$ cat config.mk
export PLATFORM = sky130hd
export DESIGN_NAME = quadrature_rotation_gesture_detector_top_flat
export DESIGN_NICKNAME = d
export VERILOG_FILES = /design/src/rtl/core/qrgd_pkg.sv /design/src/rtl/core/qrgd_in_if.sv /design/src/rtl/core/qrgd_out_if.sv /design/src/rtl/core/qrgd_trend.sv /design/src/rtl/core/quadrature_rotation_gesture_detector_top.sv /design/src/flat_wrapper.sv
export SDC_FILE = /design/constraint.sdc
export NUM_CORES = 1
export LEC_CHECK = 0
export BUFFER_PORTS_ARGS = -buffer_cell sky130_fd_sc_hd__buf_2
export CAP_MARGIN = 0
export CORE_MARGIN = 1.5
export CORE_UTILIZATION = 30
export DETAILED_ROUTE_END_ITERATION = 8
export GPL_TIMING_DRIVEN = 0
export SETUP_SLACK_MARGIN = 0.3
export SLEW_MARGIN = 20
export SYNTH_ARGS = -nofsm -noshare
export SYNTH_HDL_FRONTEND = slang
export SYNTH_SLANG_ARGS = --single-unit
$ cat constraint.sdc
create_clock -name clk -period 16.02 [get_ports clk]
set_clock_uncertainty 0.05 [all_clocks]
set_input_delay 4.806 -clock clk [delete_from_list [all_inputs] [get_ports clk]]
set_output_delay 4.806 -clock clk [all_outputs]
set_load 0.05 [all_outputs]
$ cat src/rtl/core/qrgd_pkg.sv
// Shared constants and types for the quadrature rotation gesture detector.
package qrgd_pkg;

    localparam int POSITION_BITS     = 16;
    localparam int COUNT_BITS        = 8;
    localparam int AGE_BITS          = 8;
    localparam int CFG_DATA_BITS     = 8;
    localparam int CFG_INDEX_BITS    = 1;
    localparam int POSITION_OUT_BITS = 16;

    // Width that holds a saturating count plus a full position step.
    localparam int SUM_BITS = ((POSITION_BITS > COUNT_BITS) ? POSITION_BITS : COUNT_BITS) + 1;
    // Width for comparing a count with the threshold register.
    localparam int CMP_BITS = (COUNT_BITS > CFG_DATA_BITS) ? COUNT_BITS : CFG_DATA_BITS;

    localparam logic [COUNT_BITS-1:0] CNT_MAX = '1;
    localparam logic [AGE_BITS-1:0]   AGE_MAX = '1;

    // Configuration register indexes.
    localparam logic [CFG_INDEX_BITS-1:0] REG_STEP_THRESHOLD = 1'b0;
    localparam logic [CFG_INDEX_BITS-1:0] REG_WINDOW_POLLS   = 1'b1;

    localparam logic [CFG_DATA_BITS-1:0] STEP_THRESHOLD_RESET = 8'd2;
    localparam logic [CFG_DATA_BITS-1:0] WINDOW_POLLS_RESET   = 8'd40;

    typedef struct packed {
        logic [POSITION_BITS-1:0] last_position;
        logic [COUNT_BITS-1:0]    up_steps;
        logic [COUNT_BITS-1:0]    down_steps;
        logic [AGE_BITS-1:0]      window_age;
    } trend_state_t;

endpackage

$ cat src/rtl/core/qrgd_in_if.sv
// Input channel carrying one phase sample and a poll strobe per transaction.
interface qrgd_in_if;
    logic valid;
    logic ready;
    logic phase_a;
    logic phase_b;
    logic poll;

    modport source (output valid, output phase_a, output phase_b, output poll, input ready);
    modport sink   (input valid, input phase_a, input phase_b, input poll, output ready);
endinterface

$ cat src/rtl/core/qrgd_out_if.sv
// Output channel carrying turn pulses and the running position per transaction.
interface qrgd_out_if;
    logic                valid;
    logic                ready;
    logic                right_turn;
    logic                left_turn;
    logic signed [15:0]  position;

    modport source (output valid, output right_turn, output left_turn, output position,
                    input ready);
    modport sink   (input valid, input right_turn, input left_turn, input position,
                    output ready);
endinterface

$ cat src/rtl/core/qrgd_trend.sv
// Trend evaluation at a poll: window aging, direction counts and turn detection.
module qrgd_trend (
    input  logic                                 poll,
    input  logic [qrgd_pkg::POSITION_BITS-1:0]   position,
    input  logic [qrgd_pkg::CFG_DATA_BITS-1:0]   step_threshold,
    input  logic [qrgd_pkg::CFG_DATA_BITS-1:0]   window_polls,
    input  qrgd_pkg::trend_state_t               trend_cur,
    output qrgd_pkg::trend_state_t               trend_new,
    output logic                                 right_turn,
    output logic                                 left_turn
);
    import qrgd_pkg::*;

    logic [POSITION_BITS-1:0] delta;
    logic [POSITION_BITS-1:0] mag;
    logic                     move_up;
    logic                     move_down;
    logic                     restart;
    logic [AGE_BITS-1:0]      age_inc;
    logic [AGE_BITS-1:0]      age_mid;
    logic [COUNT_BITS-1:0]    base_up;
    logic [COUNT_BITS-1:0]    base_down;
    logic [SUM_BITS-1:0]      sum;
    logic [COUNT_BITS-1:0]    sat;
    logic [COUNT_BITS-1:0]    up_mid;
    logic [COUNT_BITS-1:0]    down_mid;
    logic                     in_window;
    logic                     up_hit;
    logic                     down_hit;

    always_comb
    begin
        delta     = position - trend_cur.last_position;
        move_up   = (delta != '0) && !delta[POSITION_BITS-1];
        move_down = (delta != '0) && delta[POSITION_BITS-1];
        // The most negative change negates to itself, which is already its magnitude.
        mag       = move_up ? delta : (~delta + POSITION_BITS'(1));
        age_inc   = (trend_cur.window_age != AGE_MAX) ?
                    trend_cur.window_age + AGE_BITS'(1) : trend_cur.window_age;

        restart = 1'b0;
        if (move_up)
        begin
            restart = (trend_cur.up_steps == '0) || (trend_cur.down_steps != '0);
        end
        else if (move_down)
        begin
            restart = (trend_cur.down_steps == '0) || (trend_cur.up_steps != '0);
        end

        base_up   = restart ? '0 : trend_cur.up_steps;
        base_down = restart ? '0 : trend_cur.down_steps;
        age_mid   = restart ? '0 : age_inc;

        sum = SUM_BITS'(move_up ? base_up : base_down) + SUM_BITS'(mag);
        sat = (sum > SUM_BITS'(CNT_MAX)) ? CNT_MAX : sum[COUNT_BITS-1:0];

        up_mid   = move_up   ? sat : base_up;
        down_mid = move_down ? sat : base_down;

        in_window = (age_mid <= window_polls);
        up_hit    = CMP_BITS'(up_mid) >= CMP_BITS'(step_threshold);
        down_hit  = CMP_BITS'(down_mid) >= CMP_BITS'(step_threshold);

        trend_new  = trend_cur;
        right_turn = 1'b0;
        left_turn  = 1'b0;
        if (poll)
        begin
            trend_new.last_position = position;
            trend_new.window_age    = age_mid;
            trend_new.up_steps      = up_mid;
            trend_new.down_steps    = down_mid;
            if (in_window)
            begin
                if (up_hit)
                begin
                    right_turn         = 1'b1;
                    trend_new.up_steps = '0;
                end
                else if (down_hit)
                begin
                    left_turn            = 1'b1;
                    trend_new.down_steps = '0;
                end
            end
            else
            begin
                trend_new.up_steps   = '0;
                trend_new.down_steps = '0;
            end
        end
    end

endmodule

$ cat src/rtl/core/quadrature_rotation_gesture_detector_top.sv
// Top level of the quadrature rotation gesture detector.
//
// Each input transaction carries one sample of encoder phases A and B and a poll
// strobe, and produces exactly one output transaction with the right and left turn
// pulses and the running position after that sample. The block takes one sample per
// clock cycle while the output side does not stall. A sample passes through an input
// register and then a result register, which presents its result. A stalled output
// holds its result, and input ready drops only once the input register is full
// behind it. The edge decode and the trend evaluation both close their state loop
// within the single compute stage between those registers. Configuration writes
// (index 0 step threshold, index 1 window length in polls) take effect on the next
// cycle.
module quadrature_rotation_gesture_detector_top (
    input  logic                                   clk,
    input  logic                                   rst_n,
    qrgd_in_if.sink                                in_ch,
    qrgd_out_if.source                             out_ch,
    input  logic                                   cfg_we,
    input  logic [qrgd_pkg::CFG_INDEX_BITS-1:0]    cfg_index,
    input  logic [qrgd_pkg::CFG_DATA_BITS-1:0]     cfg_data
);
    import qrgd_pkg::*;

    logic                         hold_valid_reg;
    logic                         hold_a_reg;
    logic                         hold_b_reg;
    logic                         hold_poll_reg;

    logic                         out_valid_reg;
    logic                         out_right_reg;
    logic                         out_left_reg;
    logic [POSITION_OUT_BITS-1:0] out_position_reg;

    logic                         prev_a_reg;
    logic                         armed_reg;
    logic                         latched_b_reg;
    logic [POSITION_BITS-1:0]     position_reg;
    trend_state_t                 trend_reg;

    logic [CFG_DATA_BITS-1:0]     step_threshold_reg;
    logic [CFG_DATA_BITS-1:0]     window_polls_reg;

    logic                         armed_next;
    logic                         latched_b_next;
    logic [POSITION_BITS-1:0]     position_next;
    trend_state_t                 trend_next;
    logic                         right_next;
    logic                         left_next;
    logic [31:0]                  position_wide;

    logic                         advance;
    logic                         in_take;

    assign advance      = hold_valid_reg && (!out_valid_reg || out_ch.ready);
    assign in_ch.ready  = !hold_valid_reg || !out_valid_reg || out_ch.ready;
    assign in_take      = in_ch.valid && in_ch.ready;

    // A change of phase A is the edge event; rising arms, falling while armed disarms and steps if B changed.
    always_comb
    begin
        armed_next     = armed_reg;
        latched_b_next = latched_b_reg;
        position_next  = position_reg;
        if (hold_a_reg != prev_a_reg)
        begin
            if (hold_a_reg && !armed_reg)
            begin
                latched_b_next = hold_b_reg;
                armed_next     = 1'b1;
            end
            else if (!hold_a_reg && armed_reg)
            begin
                if (!hold_b_reg && latched_b_reg)
                begin
                    position_next = position_reg + POSITION_BITS'(1);
                end
                else if (hold_b_reg && !latched_b_reg)
                begin
                    position_next = position_reg - POSITION_BITS'(1);
                end
                armed_next = 1'b0;
            end
        end
    end

    qrgd_trend u_trend (
        .poll           (hold_poll_reg),
        .position       (position_next),
        .step_threshold (step_threshold_reg),
        .window_polls   (window_polls_reg),
        .trend_cur      (trend_reg),
        .trend_new      (trend_next),
        .right_turn     (right_next),
        .left_turn      (left_next)
    );

    assign position_wide = 32'(position_next);

    always_ff @(posedge clk or negedge rst_n)
    begin
        if (!rst_n)
        begin
            hold_valid_reg     <= 1'b0;
            out_valid_reg      <= 1'b0;
            prev_a_reg         <= 1'b0;
            armed_reg          <= 1'b0;
            latched_b_reg      <= 1'b0;
            position_reg       <= '0;
            trend_reg          <= '0;
            step_threshold_reg <= STEP_THRESHOLD_RESET;
            window_polls_reg   <= WINDOW_POLLS_RESET;
        end
        else
        begin
            if (in_take)
            begin
                hold_valid_reg <= 1'b1;
            end
            else if (advance)
            begin
                hold_valid_reg <= 1'b0;
            end

            if (advance)
            begin
                out_valid_reg <= 1'b1;
                prev_a_reg    <= hold_a_reg;
                armed_reg     <= armed_next;
                latched_b_reg <= latched_b_next;
                position_reg  <= position_next;
                trend_reg     <= trend_next;
            end
            else if (out_ch.ready)
            begin
                out_valid_reg <= 1'b0;
            end

            if (cfg_we)
            begin
                case (cfg_index)
                    REG_STEP_THRESHOLD: step_threshold_reg <= cfg_data;
                    REG_WINDOW_POLLS:   window_polls_reg   <= cfg_data;
                    default:            ;
                endcase
            end
        end
    end

    // Payload registers carry no reset.
    always_ff @(posedge clk)
    begin
        if (in_take)
        begin
            hold_a_reg    <= in_ch.phase_a;
            hold_b_reg    <= in_ch.phase_b;
            hold_poll_reg <= in_ch.poll;
        end
        if (advance)
        begin
            out_right_reg    <= right_next;
            out_left_reg     <= left_next;
            out_position_reg <= position_wide[POSITION_OUT_BITS-1:0];
        end
    end

    assign out_ch.valid      = out_valid_reg;
    assign out_ch.right_turn = out_right_reg;
    assign out_ch.left_turn  = out_left_reg;
    assign out_ch.position   = out_position_reg;

endmodule
$ cat src/flat_wrapper.sv
// flat-port wrapper written by rule: the top's interface ports become plain ports
module quadrature_rotation_gesture_detector_top_flat import qrgd_pkg::*;
  (clk, rst_n, cfg_we, cfg_index, cfg_data, in_ch_valid, in_ch_phase_a, in_ch_phase_b, in_ch_poll, in_ch_ready, out_ch_valid, out_ch_right_turn, out_ch_left_turn, out_ch_position, out_ch_ready);
  qrgd_in_if in_ch_i ();
  qrgd_out_if out_ch_i ();
  input  logic clk;
  input  logic rst_n;
  input  logic cfg_we;
  input  logic [qrgd_pkg::CFG_INDEX_BITS-1:0] cfg_index;
  input  logic [qrgd_pkg::CFG_DATA_BITS-1:0] cfg_data;
  input wire logic [$bits(in_ch_i.valid)-1:0] in_ch_valid;
  input wire logic [$bits(in_ch_i.phase_a)-1:0] in_ch_phase_a;
  input wire logic [$bits(in_ch_i.phase_b)-1:0] in_ch_phase_b;
  input wire logic [$bits(in_ch_i.poll)-1:0] in_ch_poll;
  output wire logic [$bits(in_ch_i.ready)-1:0] in_ch_ready;
  output wire logic [$bits(out_ch_i.valid)-1:0] out_ch_valid;
  output wire logic [$bits(out_ch_i.right_turn)-1:0] out_ch_right_turn;
  output wire logic [$bits(out_ch_i.left_turn)-1:0] out_ch_left_turn;
  output wire logic [$bits(out_ch_i.position)-1:0] out_ch_position;
  input wire logic [$bits(out_ch_i.ready)-1:0] out_ch_ready;
  assign in_ch_i.valid = in_ch_valid;
  assign in_ch_i.phase_a = in_ch_phase_a;
  assign in_ch_i.phase_b = in_ch_phase_b;
  assign in_ch_i.poll = in_ch_poll;
  assign in_ch_ready = in_ch_i.ready;
  assign out_ch_valid = out_ch_i.valid;
  assign out_ch_right_turn = out_ch_i.right_turn;
  assign out_ch_left_turn = out_ch_i.left_turn;
  assign out_ch_position = out_ch_i.position;
  assign out_ch_i.ready = out_ch_ready;
  quadrature_rotation_gesture_detector_top u_core (.clk(clk), .rst_n(rst_n), .in_ch(in_ch_i), .out_ch(out_ch_i), .cfg_we(cfg_we), .cfg_index(cfg_index), .cfg_data(cfg_data));
endmodule
==> impl_metrics.csv, run 1 <==
group,metric,value,unit
clock_network,holdBufCountCts,0,
placed_design,port_buffers,36,
floorplan,start_util,30.52,%
synthesis,synthCells,895,
synthesis,seq_area_frac_synth,33.43,%
synthesis,synth.largest_area_cell,"dfrtp_1",
detailed_routing,wire_per_inst,15.29,um
final_layout,multiInputGateArea,0.004659,mm^2
setup_path,cpMostUsedCell,"o21ai_0",
setup_path,criticalPathCategory,"register to register",
floorplan,core,0.02511,mm^2
detailed_routing,vias,6631,
setup_path,cp_max_fo,10,
grt,antenna_found_initial,0,
grt,grtUsageMet2,23.93,%
grt,busiest_layer,"met2",
detailed_routing,wirelength,19.54,mm
setup_path,max_stage_delay,0.76,ns
clock_network,cts_sinks,98,
run,maxCapViolations,0,
clock_network,root_buffer,"clkbuf_16",
synthesis,async_flop_share,78.57,%
floorplan,dieArea,0.02651,mm^2
sta,fin_ws,3.849,ns
min_path,hp-class,"register to register",
setup_path,worstPathRequired,16.18,ns
setup_path,cp-start-kind,"register",
synthesis,synth_seq_cells,98,
floorplan,die_x,162.8,um
detailed_routing,drt_iter0_drc,448,
final_layout,fill_cells,2672,
grt,grtUsageMet3,2.063,%
synthesis,ys_top_cells_by_area,"dfrtp_1 (24%), ha_1 (8.8%), edfxtp_1 (8.2%), nand2_1 (5.3%), o21ai_0 (4.4%)",
detailed_routing,drcViolationCount,0,
placed_design,dp_hpwl,14.94,mm
setup_path,critPathTopFamily,"compound AO/OA/AOI/OAI gates",
sta,rsz0062_at_grt,"no",
clock_network,cts-buffers-inserted,9,
placed_design,gp_congestion,0.8770,
sta,fmax,82.16,MHz
clock_network,clockBufferDepth,2,
clock_network,cts_resized,0,
clock_network,path_clk_slew,0.07,ns
sta,finalCritPeriodShare,75.97,%
grt,met1_usage,21.18,%
grt,track_usage,15.32,%
grt,grt_pass1_vias,6257,
sta,tightest_slew,0.9627,ns
synthesis,synth_top_area_share,24.17,%
final_layout,drive_gt1_share,11.08,%
setup_path,slowest_stage,"nor4_1",
detailed_routing,ant_nets,0,
detailed_routing,first_pass_iters,7,
sta,hold_viol,0,
final_layout,syn2layout_area_growth,12.10,%
final_layout,diodes,0,
sta,report.final.slew_viol_count,0,
synthesis,syn-num-nets,968,
grt,overflow,0,
synthesis,syn_avg_cell_area,8.561,um^2
grt,grt_pass1_wl,32.31,mm
floorplan,ioPinCount,37,
floorplan,rows,58,
final_layout,largest_reg_flops,40,
detailed_routing,via_per_inst,5.189,
clock_network,h-tree-depth,3,
final_layout,nets,1016,
clock_network,post_cts_buffers,0,
synthesis,synth_area,0.007662,mm^2
final_layout,seqCellArea,0.002561,mm^2
sta,finalSetupViolCount,0,
sta,fin_setup_tns,0,ns
setup_path,rrSetupSlack,3.85,ns
grt,grt_max_degree,53,
synthesis,synth_edf_count,21,
setup_path,crit_path_end_kind,"register",
placed_design,dp_worst_setup_slack,4.065,ns
clock_network,cts_tree,"done",
synthesis,synth_warnings,0,
setup_path,arrival,12.33,ns
synthesis,ys.flop_type,"dfrtp_1",
sta,layout_min_cycle_time,12.17,ns
floorplan,chipHeight,162.8,um
sta,slew_headroom,35.39,%
clock_network,clk_latency,0.36,ns
synthesis,ys_types,87,
status,status,"finished clean",
setup_path,worst-path-buf-inv,4,
-- area by class of cell --
type                    count  area share (%)
plain buffers              43           2.403
clock buffers              10           2.666
clock inverters             6          0.8594
inverters                  63           2.753
multi-input cells         691           54.25
flip-flops and latches     98           29.82
well taps                 330           4.807
repair buffers             37           2.447
-- routing by layer --
layer | part of all wire, % | up-vias
li1 | - | 3319
met1 | 48 | 3112
met2 | 45 | 166
met3 | 4.2 | 34
met4 | 2.6 | 0
met5 | 0 | -
-- worst register-to-register path: cells and delay by family, from the launching register on --
kind	cells	cell delay [ns]
simple gates	17	3.88
compound gates	21	5.11
flops	1	0.49
buf+inv	4	1.29
xor+xnor	1	0.35
fa+ha+maj	3	0.85
-- logic make-up after synthesis --
logic type	synth area share (%)
and+or+nand+nor	22.42
AOI/OAI and AO/OA	21.42
buffers and inverters	5.764
DFF	33.43
adders and majority gates	9.340
xor gates and xnor gates	5.470
muxes	2.155
-- final timing paths --
| path | start | to | cells past startpoint |
|---|---|---|---|
| hold reg to reg | u_core.trend_reg[32] | u_core.trend_reg[32] | 2 |
| setup / recovery | u_core.hold_b_reg | u_core.trend_reg[9] | 46 |
| setup reg to reg | u_core.hold_b_reg | u_core.trend_reg[9] | 46 |
| hold / removal | u_core.trend_reg[32] | u_core.trend_reg[32] | 2 |
| max in group asynchronous | rst_n | u_core.prev_a_reg | 2 |
| min in group asynchronous | rst_n | u_core.trend_reg[22] | 1 |
-- synthesized netlist by cell type, drive strengths merged (10+ instances only) --
| master | instances |
|---|---|
| nand3 | 30 |
| a21o | 15 |
| xnor2 | 26 |
| nand2 | 110 |
| nand2b | 12 |
| o21ai | 76 |
| xor2 | 21 |
| nor2b | 13 |
| nor4 | 15 |
| a31oi | 10 |
| o21a | 16 |
| nor2 | 60 |
| edfxtp | 21 |
| and3 | 11 |
| a211oi | 11 |
| inv | 62 |
| nor3 | 14 |
| and2 | 10 |
| clkbuf | 36 |
| mux2 | 12 |
| a21oi | 54 |
| ha | 54 |
| dfrtp | 74 |
-- placed cells by master (no fill, tap or decap), types with 10 or more instances in the layout --
cell type	count
dfrtp_1	74
nand2_1	109
and3_1	10
buf_2	37
o21ai_0	68
nor4_1	11
xnor2_1	26
mux2_2	12
nor2_1	60
a31oi_1	10
clkbuf_1	36
nor3_1	14
a211oi_1	10
a21o_1	15
edfxtp_1	21
nand3_1	29
inv_1	62
xor2_1	20
ha_1	54
a21oi_1	54
nor2b_1	13
o21a_1	16
and2_1	10
nand2b_1	12
-- stage by stage --
| stage | util [%] | cells | hold slack, ns | instance area [um^2] |
|---|---|---|---|---|
| 3_5_place_dp | 33.00 | 1262 | 0.4200 | 8287 |
| 5_1_grt | 34.21 | 1278 | 0.4684 | 8589 |
| 2_1_floorplan | - | 895 | 0.3998 | 7662 |
| 6_report | 34.21 | 1278 | 0.4405 | 8589 |
| 3_3_place_gp | 32.88 | 1261 | 0.4134 | 8255 |
| 4_1_cts | 34.21 | 1278 | 0.4374 | 8589 |
Power of run 1 is not shown: default switching activity piles up to over one toggle a cycle in this logic, so the estimate is an artifact.
==> run 2, diff against run 1 <==
==> constraint.sdc (replaced) <==
create_clock -name clk -period 11 [get_ports clk]
set_clock_uncertainty 0.05 [all_clocks]
set_input_delay 3.3 -clock clk [delete_from_list [all_inputs] [get_ports clk]]
set_output_delay 3.3 -clock clk [all_outputs]
set_load 0.05 [all_outputs]
==> run 2 against run 1 <==
Flip-flop and latch count unchanged; critical endpoint unchanged; register-to-register slack got worse by 3.0 ns; worst hold slack worse by 0.0045 ns; cell area is 3.1% higher; non-clock buffer count increased by 18.
==> impl_metrics.csv, run 2 (synthesized netlist as in run 1, its figures left out) <==
group,metric,value,unit
setup_path,cp-start-kind,"register",
min_path,min_to,"u_core.trend_reg[32]",
floorplan,start_util,30.52,%
clock_network,cts_sinks,98,
detailed_routing,wirelength,19.79,mm
setup_path,criticalPathCategory,"register to register",
setup_path,worstPathRequired,11.16,ns
sta,rsz0062_at_grt,"no",
grt,grt_pass1_wl,32.53,mm
setup_path,arrival,10.27,ns
final_layout,fin_util,35.27,%
grt,grt_pass1_vias,6275,
setup_path,r2r-start,"u_core.latched_b_reg",
setup_path,critPathTopFamily,"simple AND/OR/NAND/NOR gates",
sta,layout_min_cycle_time,10.11,ns
detailed_routing,via_per_inst,5.188,
setup_path,cp_max_fo,10,
sta,fmax,98.93,MHz
floorplan,dieArea,0.02651,mm^2
setup_path,max_stage_delay,0.68,ns
final_layout,syn2layout_area_growth,15.58,%
grt,overflow,0,
setup_path,slowest_stage,"or4b_2",
clock_network,path_clk_slew,0.07,ns
floorplan,core,0.02511,mm^2
sta,finalCritPeriodShare,91.89,%
grt,grt_max_degree,53,
min_path,hp-class,"register to register",
final_layout,multiInputGateArea,0.004773,mm^2
final_layout,drive_gt1_share,15.84,%
final_layout,nets,1034,
floorplan,ioPinCount,37,
grt,track_usage,15.43,%
final_layout,final_common_cell,"nand2_1",
final_layout,largest_reg_flops,40,
final_layout,seqCellArea,0.002561,mm^2
clock_network,clk_latency,0.36,ns
clock_network,clockBufferDepth,2,
detailed_routing,drcViolationCount,0,
final_layout,fill_cells,2657,
setup_path,cpMostUsedCell,"a21o_1",
setup_path,rr_endpoint,"u_core.trend_reg[9]",
clock_network,cts_tree,"done",
detailed_routing,ant_nets,0,
detailed_routing,vias,6723,
clock_network,root_buffer,"clkbuf_16",
sta,report.final.slew_viol_count,0,
setup_path,worst-path-buf-inv,5,
placed_design,dp_hpwl,14.94,mm
floorplan,rows,58,
sta,slew_headroom,33.31,%
setup_path,rrSetupSlack,0.89,ns
clock_network,cts-buffers-inserted,9,
status,status,"finished clean",
detailed_routing,drt_iter0_drc,475,
sta,finalSetupViolCount,0,
min_path,hp-start,"u_core.trend_reg[32]",
sta,hold_viol,0,
setup_path,rr_worst_depth,45,
sta,tightest_slew,0.9937,ns
min_path,hold_path_depth,2,
run,maxCapViolations,0,
clock_network,h-tree-depth,3,
placed_design,port_buffers,36,
placed_design,gp_congestion,0.8770,
detailed_routing,wire_per_inst,15.27,um
setup_path,cp.depth,45,
detailed_routing,first_pass_iters,7,
final_layout,mostFrequentLayoutCells,"nand2_1 (109), dfrtp_1 (74), o21ai_0 (66), inv_1 (62), nor2_1 (60)",
floorplan,die_x,162.8,um
grt,antenna_found_initial,0,
setup_path,crit_path_end_kind,"register",
final_layout,diodes,0,
floorplan,chipHeight,162.8,um
[run 2: cell count changes in the layout (fill, tap and decap cells not counted), sizes merged]
cell	before	now
clkinvlp	2	3
clkbuf	46	42
clkinv	2	1
buf	44	66
[run 2: metal layers]
| layer | global-route usage (%) | vias to the layer above | share of wire (%) | wire (um) |
|---|---|---|---|---|
| met5 | 0 | - | 0 | 0 |
| met4 | 6.380 | 0 | 2.6 | 518 |
| met3 | 2.114 | 32 | 4.2 | 828 |
| met2 | 24.02 | 170 | 45 | 8920 |
| met1 | 21.40 | 3162 | 48 | 9519 |
| li1 | - | 3359 | - | - |
[run 2: through the flow]
step                      std cells  instance area (um^2)  worst slack [ns]  setup TNS, ns  hold WS, ns
final                          1296                  8856            0.8917              0       0.4360
after global routing           1296                  8856            0.2469              0       0.4684
after CTS                      1283                  8686            0.3078              0       0.4374
after detailed placement       1262                  8287           -0.9551         -7.774       0.4200
after global placement         1261                  8255           -0.8739         -6.510       0.4134
after floorplan                 895                  7662             1.328              0       0.3998
[run 2: what timing repair did]
item,4_1_cts,5_1_grt
pin swaps,3,5
buffers inserted,5,13
resized for setup,14,30
hold buffers,0,0
cloned,0,0
endpoints found under the setup margin,18,17
[run 2: worst max-delay path by stage]
stage	start	to
final	u_core.latched_b_reg	u_core.trend_reg[9]
after global routing	u_core.latched_b_reg	u_core.trend_reg[9]
after CTS	u_core.hold_b_reg	u_core.trend_reg[9]
after detailed placement	u_core.hold_b_reg	u_core.trend_reg[9]
after global placement	u_core.hold_b_reg	u_core.trend_reg[9]
after floorplan	u_core.hold_b_reg	u_core.trend_reg[9]
[run 2: cell type report]
| cell class | instances | area share, % |
|---|---|---|
| inverters | 63 | 2.713 |
| plain buffers | 43 | 2.487 |
| clock buffers | 10 | 2.585 |
| well taps | 330 | 4.662 |
| repair buffers | 55 | 3.899 |
| flip-flops and latches | 98 | 28.92 |
| clock inverters | 6 | 0.8336 |
| multi-input cells | 691 | 53.90 |
[run 2: worst min-delay path: stages (launching register included)]
cell and delay, ns:
dfrtp_1 0.35, nand2_1 0.05, o21ai_0 0.06
Power of run 2 is left out for the same reason.
==> run 3, diff against run 2 <==
--- a/config.mk
+++ b/config.mk
@@ -11,6 +11,7 @@
 export CORE_UTILIZATION = 30
 export DETAILED_ROUTE_END_ITERATION = 8
 export GPL_TIMING_DRIVEN = 0
+export RECOVER_POWER = 25
 export SETUP_SLACK_MARGIN = 0.3
 export SLEW_MARGIN = 20
 export SYNTH_ARGS = -nofsm -noshare
==> run 3 against run 2 <==
The flow now finishes with violations (capacitance limit, slew limit); flip-flop and latch count unchanged; non-clock buffer count unchanged; register-to-register slack worse by 0.08 ns; worst setup slack worse by 0.085 ns; cell area down 0.79%; sequential share of layout area up 0.23 points; critical endpoint unchanged; first-iteration DRC count up 1.1%; fmax down 0.83%.
==> impl_metrics.csv, run 3 (synthesized netlist as in run 1, its figures left out) <==
group,metric,value,unit
floorplan,start_util,30.52,%
final_layout,fill_cells,2662,
setup_path,max_stage_delay,0.69,ns
setup_path,cp_max_fo,10,
setup_path,crit_path_end_kind,"register",
final_layout,syn2layout_area_growth,14.66,%
grt,antenna_found_initial,0,
detailed_routing,drcViolationCount,0,
floorplan,ioPinCount,37,
floorplan,chipHeight,162.8,um
sta,hold_viol,0,
detailed_routing,first_pass_iters,5,
detailed_routing,via_per_inst,5.184,
sta,tightest_slew,3.097,ns
final_layout,final_common_cell,"nand2_1",
sta,fmax,98.11,MHz
final_layout,mostFrequentLayoutCells,"nand2_1 (109), dfrtp_1 (74), o21ai_0 (66), inv_1 (62), nor2_1 (60)",
detailed_routing,top_layer,"met4",
final_layout,drive_gt1_share,14.91,%
detailed_routing,wire_per_inst,15.32,um
clock_network,root_buffer,"clkbuf_16",
status,status,"finished, violations left",
sta,finalSetupViolCount,0,
clock_network,path_clk_slew,0.08,ns
floorplan,die_x,162.8,um
detailed_routing,dr_wl_met2,8.961,mm
detailed_routing,vias,6718,
detailed_routing,ant_nets,0,
final_layout,diodes,0,
clock_network,cts-buffers-inserted,9,
detailed_routing,wl_met1,9.496,mm
sta,hold_ws,0.4361,ns
setup_path,cpMostUsedCell,"a21o_1",
setup_path,cp-start-kind,"register",
final_layout,largest_reg_flops,40,
grt,track_usage,15.43,%
clock_network,clockBufferDepth,2,
grt,grt_pass1_wl,32.53,mm
detailed_routing,wl_met3,866,um
grt,grt_max_degree,53,
setup_path,worst-path-buf-inv,5,
floorplan,core,0.02511,mm^2
clock_network,clk_latency,0.36,ns
sta,layout_min_cycle_time,10.19,ns
setup_path,arrival,10.36,ns
setup_path,worstPathRequired,11.16,ns
clock_network,cts_tree,"done",
clock_network,holdBufCountCts,0,
placed_design,port_buffers,36,
floorplan,dieArea,0.02651,mm^2
clock_network,cts_sinks,98,
placed_design,dp_hpwl,14.94,mm
clock_network,h-tree-depth,3,
setup_path,critPathTopFamily,"simple AND/OR/NAND/NOR gates",
min_path,hp-class,"register to register",
grt,grt_pass1_vias,6275,
sta,slew_headroom,-106.4,%
placed_design,gp_congestion,0.8770,
run,maxCapViolations,1,
sta,rsz0062_at_grt,"no",
grt,overflow,0,
floorplan,rows,58,
sta,report.final.slew_viol_count,53,
status,violations,"capacitance limit, slew limit",
setup_path,slowest_stage,"or4b_2",
final_layout,nets,1034,
sta,finalCritPeriodShare,92.66,%
setup_path,criticalPathCategory,"register to register",
detailed_routing,drt_iter0_drc,480,
detailed_routing,wirelength,19.85,mm
[run 3: cell type report]
type,count,area (um^2),area share (%)
Clock buffer,10,229.0,2.606
Buffer,43,219.0,2.492
Tap cell,330,412.9,4.700
Sequential cell,98,2561,29.15
Inverter,63,240.2,2.734
Clock inverter,6,73.82,0.8402
Timing Repair Buffer,55,310.3,3.532
Multi-Input combinational cell,691,4740,53.94
[run 3: timing repair]
item | 4_1_cts | 5_1_grt
buffers inserted | 5 | 13
setup endpoints to repair | 18 | 17
resized for setup | 14 | 30
pin swaps | 3 | 5
[run 3: worst min-delay path: stages (launching register included)]
cell and delay [ns]:
dfrtp_1 0.35, nand2_1 0.05, o21ai_0 0.06
[run 3: through the flow]
stage                     setup TNS (ns)  cell area (um^2)  util (%)  cells  worst slack, ns
final                                  0              8786     34.99   1296           0.8069
after global placement            -6.510              8255     32.88   1261          -0.8739
after global routing                   0              8786     34.99   1296           0.1164
after CTS                              0              8686     34.59   1283           0.3078
after floorplan                        0              7662         -    895            1.328
after detailed placement          -7.774              8287     33.00   1262          -0.9551
[run 3: routing by layer]
| layer | up-vias | GRT usage (%) |
|---|---|---|
| li1 | 3354 | - |
| met3 | 36 | 2.114 |
| met5 | - | 0 |
| met1 | 3160 | 21.40 |
| met2 | 168 | 24.02 |
| met4 | 0 | 6.380 |
[run 3: path summary, 6_finish.rpt]
path | startpoint | end | slack (ns) | depth (start not counted)
max in group asynchronous | rst_n | u_core.prev_a_reg | 4.06 | 2
hold reg to reg | u_core.trend_reg[32] | u_core.trend_reg[32] | 0.44 | 2
setup reg to reg | u_core.position_reg[0] | u_core.trend_reg[9] | 0.81 | 45
hold / removal | u_core.trend_reg[32] | u_core.trend_reg[32] | 0.44 | 2
setup / recovery | u_core.position_reg[0] | u_core.trend_reg[9] | 0.81 | 45
min in group asynchronous | rst_n | u_core.trend_reg[22] | 3.24 | 1
Power of run 3 is left out for the same reason.
